File: config.mk
export PLATFORM = sky130hd
export DESIGN_NAME = utf8_code_point_decoder
export DESIGN_NICKNAME = d
export VERILOG_FILES = /design/src/rtl/core/utf8d_pkg.sv /design/src/rtl/core/utf8d_fifo.sv /design/src/rtl/core/utf8d_front.sv /design/src/rtl/core/utf8d_back.sv /design/src/rtl/core/utf8_code_point_decoder.sv
export SDC_FILE = /design/constraint.sdc
export NUM_CORES = 1
export LEC_CHECK = 0
export ABC_AREA = 1
export BUFFER_PORTS_ARGS = -buffer_cell sky130_fd_sc_hd__buf_2
export CAP_MARGIN = 20
export CORE_MARGIN = 5
export CORE_UTILIZATION = 45
export DETAILED_ROUTE_END_ITERATION = 10
export HOLD_SLACK_MARGIN = 0.12
export SYNTH_ARGS = -nofsm -noshare
export SYNTH_HDL_FRONTEND = slang
export SYNTH_SLANG_ARGS = --single-unit
File: constraint.sdc
create_clock -name clk -period 7.5 [get_ports clk]
set_input_delay 0 -clock clk [delete_from_list [all_inputs] [get_ports clk]]
set_output_delay 0 -clock clk [all_outputs]
set_load 0.03 [all_outputs]
File: src/rtl/core/utf8d_pkg.sv
// Shared types, constants and helpers of the UTF-8 code point decoder.
// No dependencies; imported by every module of the decoder.
`timescale 1ns / 1ps

package utf8d_pkg;

  localparam int ByteW  = 8;
  localparam int CpW    = 21;
  localparam int RunMax = 4;            // longest run: three held bytes plus one
  localparam int LenW   = 3;            // holds 0..RunMax
  localparam int PosW   = 2;            // indexes a run position
  localparam int QDepth = 2;            // entries in each internal queue

  localparam logic [CpW-1:0]   REPLACEMENT = 21'h00FFFD;
  localparam logic [ByteW-1:0] ASCII_LIMIT = 8'h80;
  localparam logic [2:0]       LEAD2_TAG   = 3'h6;
  localparam logic [3:0]       LEAD3_TAG   = 4'hE;
  localparam logic [4:0]       LEAD4_TAG   = 5'h1E;

  // Sequence lengths a lead byte announces.
  localparam logic [LenW-1:0] LEN_BAD  = 3'd0;
  localparam logic [LenW-1:0] LEN_ONE  = 3'd1;
  localparam logic [LenW-1:0] LEN_TWO  = 3'd2;
  localparam logic [LenW-1:0] LEN_THR  = 3'd3;
  localparam logic [LenW-1:0] LEN_FOUR = 3'd4;

  // One run of bytes to decode, handed from the front to the back.
  typedef struct packed {
    logic [RunMax-1:0][ByteW-1:0] bytes;
    logic [LenW-1:0]              len;    // 1..RunMax
    logic                         done;   // run closes the string
  } job_t;

  typedef struct packed {
    logic           valid;
    job_t           job;
  } job_push_t;

  typedef struct packed {
    logic [CpW-1:0] code_point;
    logic           run_last;
    logic           string_done;
  } result_t;

  function automatic logic [LenW-1:0] lead_len(input logic [ByteW-1:0] c);
    logic [LenW-1:0] l;
    if (c < ASCII_LIMIT)          l = LEN_ONE;
    else if (c[7:5] == LEAD2_TAG) l = LEN_TWO;
    else if (c[7:4] == LEAD3_TAG) l = LEN_THR;
    else if (c[7:3] == LEAD4_TAG) l = LEN_FOUR;
    else                          l = LEN_BAD;
    return l;
  endfunction

endpackage

File: src/rtl/core/utf8d_fifo.sv
// Two-entry queue of packed words, used for runs and for results.
// Depends on utf8d_pkg for the queue depth.
`timescale 1ns / 1ps

module utf8d_fifo
  import utf8d_pkg::*;
#(
  parameter int Width = 1
) (
  input  logic             clk,
  input  logic             rst,
  input  logic             push,
  input  logic [Width-1:0] wdata,
  input  logic             pop,
  output logic [Width-1:0] rdata,
  output logic             full,
  output logic             empty
);

  logic [Width-1:0] slots [QDepth];
  logic             wr_ptr;
  logic             rd_ptr;
  logic [1:0]       count;
  logic             do_push;
  logic             do_pop;

  assign full    = (count == 2'(QDepth));
  assign empty   = (count == 2'd0);
  assign do_push = push && !full;
  assign do_pop  = pop && !empty;
  assign rdata   = slots[rd_ptr];

  always_ff @(posedge clk) begin
    if (rst) begin
      wr_ptr <= 1'b0;
      rd_ptr <= 1'b0;
      count  <= 2'd0;
    end else begin
      if (do_push) wr_ptr <= !wr_ptr;
      if (do_pop)  rd_ptr <= !rd_ptr;
      if (do_push && !do_pop)      count <= count + 2'd1;
      else if (do_pop && !do_push) count <= count - 2'd1;
    end
  end

  always_ff @(posedge clk) begin
    if (do_push) slots[wr_ptr] <= wdata;
  end

endmodule

File: src/rtl/core/utf8d_front.sv
// Front end: accepts bytes, holds an open sequence and forms decode runs.
// Depends on utf8d_pkg for the run type and lead classification.
`timescale 1ns / 1ps

module utf8d_front
  import utf8d_pkg::*;
(
  input  logic             clk,
  input  logic             rst,
  input  logic             accept,
  input  logic [ByteW-1:0] text_byte,
  input  logic             string_end,
  output job_push_t        job_out
);

  logic [ByteW-1:0] held_bytes [3];
  logic [1:0]       held_count;
  logic [LenW-1:0]  sequence_length;

  logic [LenW-1:0]  lead;
  logic [1:0]       base;
  logic             emit;
  logic             completes;

  assign lead = lead_len(text_byte);
  // Held bytes join the run only while a sequence is open.
  assign base = (sequence_length != LEN_BAD) ? held_count : 2'd0;
  assign completes = ({1'b0, held_count} + 3'd1 >= sequence_length) || (held_count == 2'd3);

  always_comb begin
    if (string_end)                       emit = 1'b1;
    else if (sequence_length == LEN_BAD)  emit = (lead == LEN_BAD) || (lead == LEN_ONE);
    else                                  emit = completes;
  end

  always_comb begin
    job_out.valid        = accept && emit;
    job_out.job.len      = {1'b0, base} + 3'd1;
    job_out.job.done     = string_end;
    job_out.job.bytes[0] = (base > 2'd0) ? held_bytes[0] : text_byte;
    job_out.job.bytes[1] = (base > 2'd1) ? held_bytes[1] : text_byte;
    job_out.job.bytes[2] = (base > 2'd2) ? held_bytes[2] : text_byte;
    job_out.job.bytes[3] = text_byte;
  end

  always_ff @(posedge clk) begin
    if (rst) begin
      held_count      <= 2'd0;
      sequence_length <= LEN_BAD;
    end else if (accept) begin
      if (emit) begin
        held_count      <= 2'd0;
        sequence_length <= LEN_BAD;
      end else if (sequence_length == LEN_BAD) begin
        held_count      <= 2'd1;
        sequence_length <= lead;
      end else begin
        held_count <= held_count + 2'd1;
      end
    end
  end

  // base stays below 3 whenever a byte is held
  always_ff @(posedge clk) begin
    if (accept && !emit) held_bytes[base] <= text_byte;
  end

endmodule

File: src/rtl/core/utf8d_back.sv
// Back end: walks one run per pop, one code point a cycle unless res_full.
// Depends on utf8d_pkg for the run and result types.
`timescale 1ns / 1ps

module utf8d_back
  import utf8d_pkg::*;
(
  input  logic    clk,
  input  logic    rst,
  input  job_t    job,
  input  logic    job_empty,
  output logic    job_pop,
  input  logic    res_full,
  output logic    res_push,
  output result_t res
);

  logic [PosW-1:0]  pos;
  logic [ByteW-1:0] b0, b1, b2, b3;
  logic [LenW-1:0]  lead;
  logic [LenW-1:0]  ends;
  logic             fits;
  logic [LenW-1:0]  adv;
  logic [LenW-1:0]  next_pos;
  logic             last;
  logic [CpW-1:0]   cp;

  assign b0 = job.bytes[pos];
  assign b1 = job.bytes[pos + 2'd1];
  assign b2 = job.bytes[pos + 2'd2];
  assign b3 = job.bytes[pos + 2'd3];

  assign lead     = lead_len(b0);
  assign ends     = {1'b0, pos} + lead;
  assign fits     = (lead != LEN_BAD) && (ends <= job.len);
  assign adv      = fits ? lead : LEN_ONE;
  assign next_pos = {1'b0, pos} + adv;
  assign last     = (next_pos >= job.len);

  always_comb begin
    unique case (lead)
      LEN_TWO:  cp = {10'd0, b0[4:0], b1[5:0]};
      LEN_THR:  cp = {5'd0, b0[3:0], b1[5:0], b2[5:0]};
      LEN_FOUR: cp = {b0[2:0], b1[5:0], b2[5:0], b3[5:0]};
      default:  cp = {13'd0, b0};
    endcase
  end

  assign res_push        = !job_empty && !res_full;
  assign job_pop         = res_push && last;
  assign res.code_point  = fits ? cp : REPLACEMENT;
  assign res.run_last    = last;
  assign res.string_done = last && job.done;

  always_ff @(posedge clk) begin
    if (rst) begin
      pos <= '0;
    end else if (res_push) begin
      pos <= last ? '0 : next_pos[PosW-1:0];
    end
  end

endmodule

File: src/rtl/core/utf8_code_point_decoder.sv
// Top level of the streaming UTF-8 to code point decoder.
// Depends on utf8d_pkg, utf8d_front, utf8d_back and utf8d_fifo.
`timescale 1ns / 1ps

// Takes bytes through a queue-like input (push/full) and delivers code points
// through a queue-like result port (empty/pop). ASCII bytes, bad leads
// (U+FFFD) and the last byte of a multi-byte sequence each yield a result;
// other bytes of a sequence are held. When string_end cuts a sequence short,
// the held bytes and the final byte are decoded again as one run, giving up
// to three results, with run_last on the last result of each byte and
// string_done on the last result of the string. The front end takes one byte
// per cycle while full is low; the back end emits one result per cycle while
// the result queue has room, so a byte that releases k results holds it
// until the last of them is pushed. The two-entry run queue lets one more run
// wait behind the one being worked on, and full rises while both entries are
// taken, which also happens once a held-low pop has filled the two-entry
// result queue. A byte's run is registered in the run queue, its results in the result queue.
module utf8_code_point_decoder
  import utf8d_pkg::*;
(
  input  logic             clk,
  input  logic             rst,
  input  logic             push,
  output logic             full,
  input  logic [ByteW-1:0] text_byte,
  input  logic             string_end,
  input  logic             pop,
  output logic             empty,
  output logic [CpW-1:0]   code_point,
  output logic             run_last,
  output logic             string_done
);

  // Front end: hold open sequences, form runs
  job_push_t front_job;
  logic      accept;

  assign accept = push && !full;

  utf8d_front u_front (
    .clk        (clk),
    .rst        (rst),
    .accept     (accept),
    .text_byte  (text_byte),
    .string_end (string_end),
    .job_out    (front_job)
  );

  // Run queue decouples front and back; full back-pressures input
  job_t q_job;
  logic q_empty;
  logic q_pop;

  utf8d_fifo #(.Width($bits(job_t))) u_job_q (
    .clk   (clk),
    .rst   (rst),
    .push  (front_job.valid),
    .wdata (front_job.job),
    .pop   (q_pop),
    .rdata (q_job),
    .full  (full),
    .empty (q_empty)
  );

  // Back end: one result per cycle while the result queue has room
  result_t back_res;
  logic    res_push;
  logic    res_full;

  utf8d_back u_back (
    .clk       (clk),
    .rst       (rst),
    .job       (q_job),
    .job_empty (q_empty),
    .job_pop   (q_pop),
    .res_full  (res_full),
    .res_push  (res_push),
    .res       (back_res)
  );

  // Result queue doubles as the output register
  result_t out_res;

  utf8d_fifo #(.Width($bits(result_t))) u_res_q (
    .clk   (clk),
    .rst   (rst),
    .push  (res_push),
    .wdata (back_res),
    .pop   (pop),
    .rdata (out_res),
    .full  (res_full),
    .empty (empty)
  );

  assign code_point  = out_res.code_point;
  assign run_last    = out_res.run_last;
  assign string_done = out_res.string_done;

endmodule

==> results.py <==
metrics = {
    "status": {
        "status": "finished, final reports clean",
    },
    "synth": {
        "ys_types": 47,
        "yosysWarnings": 0,
        "synth_compound_area_share_pct": 5.98,
        "syn_area_um2": 7890,
        "ys_seq_elements": 159,
        "synthMuxAreaShare_pct": 3.66,
        "synth_simple_gate_area_share_pct": 22.1,
        "ys_seq_area_share_pct": 58.4,
        "synth_fa_ha_area_share_pct": 3.43,
        "syn_nets": 807,
        "synthArstFlopShare_pct": 0,
        "synth-main-ff-cell": "edfxtp_1",
        "synthCells": 773,
        "synth_top_family_by_area": "simple AND/OR/NAND/NOR gates",
        "synth_xor_area_share_pct": 0.333,
        "avgSynthCellArea_um2": 10.2,
        "synth_edf_count": 142,
    },
    "final_layout": {
        "regArea_um2": 4600,
        "nets": 856,
        "multi_input_area_um2": 2810,
        "drive_above_1_share_pct": 18.1,
        "fillers": 1529,
        "final_common_cell": "nand2_1",
        "final_cell_mix": "202 x nand2_1, 142 x edfxtp_1, 72 x inv_1, 68 x nand3_1, 51 x o21ai_0",
        "antennaDiodeCount": 0,
        "area_growth_pct": 14.3,
    },
    "route": {
        "wl_per_cell_um": 15.3,
        "wl_um": 16200,
        "avgViaCountPerCell": 5.12,
        "drtIter0Drc": 361,
        "vias": 5420,
        "firstDrtPassIters": 5,
        "antenna_left": 0,
        "drc": 0,
    },
    "critical_path": {
        "worstSetupPathType": "flip-flop to flip-flop",
        "crit_arrival_ns": 6.56,
        "max_stage_delay_ns": 0.79,
        "startpoint_type": "flip-flop",
        "worstSetupEndpointType": "flip-flop",
        "cpMaxStageDelayCell": "dfxtp_1",
        "worstRegToRegCells": 33,
        "critical_path_required_ns": 7.81,
        "path_max_fanout": 35,
    },
    "sta": {
        "setup_violations": 0,
        "tns_ns": 0,
        "slew_headroom_pct": 29.9,
        "period_minus_slack_ns": 6.24,
        "max_freq_mhz": 160,
        "rsz0062_at_grt": "no",
        "clock-skew-final_ns": 0.00901,
        "period_share_pct": 83.2,
        "final-hold-violation-count": 0,
        "setup_ws_ns": 1.26,
        "final-max-slew-violation-count": 0,
        "worst_pin_slew_ns": 1.05,
    },
    "placement": {
        "port_buffers": 37,
        "place_hpwl_um": 11900,
        "pre_cts_ws_ns": 1.28,
        "place_congestion": 0.906,
    },
    "clock_tree": {
        "clock_path_buffers": 2,
        "cts.repair.resized": 0,
        "htreeDepth": 4,
        "cts_buffers": 17,
        "cts_tree": "yes",
        "clk_pin_slew_ns": 0.06,
        "clock_sinks": 159,
        "clk_latency_ns": 0.43,
        "cts-root-buf": "clkbuf_16",
    },
    "floorplanning": {
        "start_util_pct": 45.8,
        "die_height_um": 142,
        "core_area_um2": 17200,
        "die_x_um": 142,
        "fp.dieArea_um2": 20300,
        "io_pins": 38,
        "num_rows": 48,
    },
    "worst_hold_path": {
        "hold_depth": 2,
        "hold_class": "input port to flip-flop",
    },
    "pwr": {
        "ir_worst_vdd_mv": 0.203,
        "powerDensity_nw_per_um2": 423,
        "p_leak_uw": 0.00362,
    },
    "grt": {
        "grt_first_pass_wirelength_um": 26800,
        "antenna_found_initial": 0,
        "grtUsageTotal_pct": 16.8,
        "grt_max_degree": 38,
        "overflow": 0,
        "grt_pass1_vias": 5225,
    },
    "job": {
        "maxCapViolCount": 0,
    },
}
==> final cells by class <==
cell class,count,area share [%]
Timing Repair Buffer,55,4.08
Sequential cell,159,51.1
Inverter,79,3.43
Clock buffer,17,4.72
Tap cell,225,3.12
Multi-Input combinational cell,510,31.2
Clock inverter,14,2.40
==> synth_stat cells, types with 2 or more instances <==
cell type | count | share of area, %
nor2_4 | 3 | 0.43
nand2_2 | 19 | 1.5
nor2_8 | 3 | 0.76
nand2_1 | 202 | 9.6
nand3b_1 | 3 | 0.29
buf_2 | 2 | 0.13
inv_4 | 3 | 0.24
edfxtp_1 | 142 | 54
and2_1 | 3 | 0.24
nor2_1 | 46 | 2.2
mux2_2 | 23 | 3.3
inv_2 | 2 | 0.095
xor2_1 | 2 | 0.22
buf_4 | 7 | 0.67
o21ai_0 | 51 | 3.2
a21oi_1 | 15 | 0.95
o21a_1 | 2 | 0.19
nand3_1 | 68 | 4.3
o22ai_1 | 3 | 0.24
nand3_2 | 12 | 1.5
inv_1 | 72 | 3.4
dfxtp_1 | 17 | 4.3
o21ai_1 | 7 | 0.44
buf_6 | 6 | 0.86
nand2_4 | 3 | 0.43
nor2_2 | 4 | 0.32
buf_1 | 2 | 0.095
clkbuf_1 | 7 | 0.33
mux2i_1 | 3 | 0.38
ha_1 | 20 | 3.2
and2_0 | 2 | 0.16
a31oi_1 | 4 | 0.32
==> critical path: cells and delay by family, from the launching register on <==
family / cells / cell delay (ns)
simple gates: 12 / 1.53
flops: 1 / 0.79
xor+xnor: 2 / 0.32
compound gates: 8 / 1.09
buf+inv: 4 / 0.52
fa+ha+maj: 7 / 1.85
==> routing by layer <==
layer / track usage, % / vias up / part of all wire (%)
met2: 27.2 / 151 / 47
met4: 5.60 / 0 / 2.1
met1: 22.8 / 2522 / 46
li1: - / 2717 / -
met5: 0 / - / 0
met3: 3.53 / 30 / 4.8
==> power breakdown <==
part | leakage (µW) | switching, µW | internal, µW | total (µW)
clock network | 0.000308 | 345 | 589 | 934
registers | 0.00144 | 77.2 | 1260 | 1340
logic | 0.00187 | 1060 | 473 | 1540
total | 0.00362 | 1490 | 2330 | 3810
==> worst paths after layout <==
| check | to | from | slack (ns) |
|---|---|---|---|
| min | u_job_q.slots[0][0] | string_end | 0.33 |
| max | u_job_q.count[1] | flip-flop | 1.26 |
| min reg2reg | u_job_q.rd_ptr | u_job_q.rd_ptr | 0.46 |
| max reg2reg | u_job_q.count[1] | flip-flop | 1.26 |
==> per-stage QoR <==
step	utilization [%]	power, µW	cells	cell area, µm²	hold slack (ns)
3_5_place_dp	47.7	2880	1014	8230	0.223
6_report	52.3	3810	1059	9020	0.332
3_3_place_gp	47.7	2830	1013	8220	0.214
4_1_cts	52.2	3830	1058	9000	0.312
5_1_grt	52.3	4050	1059	9020	0.334
2_1_floorplan	-	2520	773	7890	0.0691
==> cell families after synthesis <==
group	count (synthesis)
buffers and inverters	104
AO/OA/AOI/OAI	88
multiplexers	26
flip-flops	159
AND/OR/NAND/NOR	372
XOR/XNOR	3
adder cells (fa/ha/maj)	21
==> registers in the layout (all words and copies together) (netlist names), named ones only <==
register	cells
u_job_q.rd_ptr	1
u_job_q.wr_ptr	1
u_back.pos	2
u_res_q.count	2
u_front.sequence_length	3
u_res_q.rd_ptr	1
u_front.held_bytes	24
u_res_q.slots	46
u_job_q.count	2
u_res_q.wr_ptr	1
u_front.held_count	2
u_job_q.slots	72
==> timing repair <==
| item | in CTS | in global routing |
|---|---|---|
| setup buffers | 0 | 0 |
| endpoints found under the setup margin | 0 | 0 |
| hold buffers | 13 | 0 |
| endpoints found under the hold margin | 89 | 0 |
(Power assumes the default switching activity.)
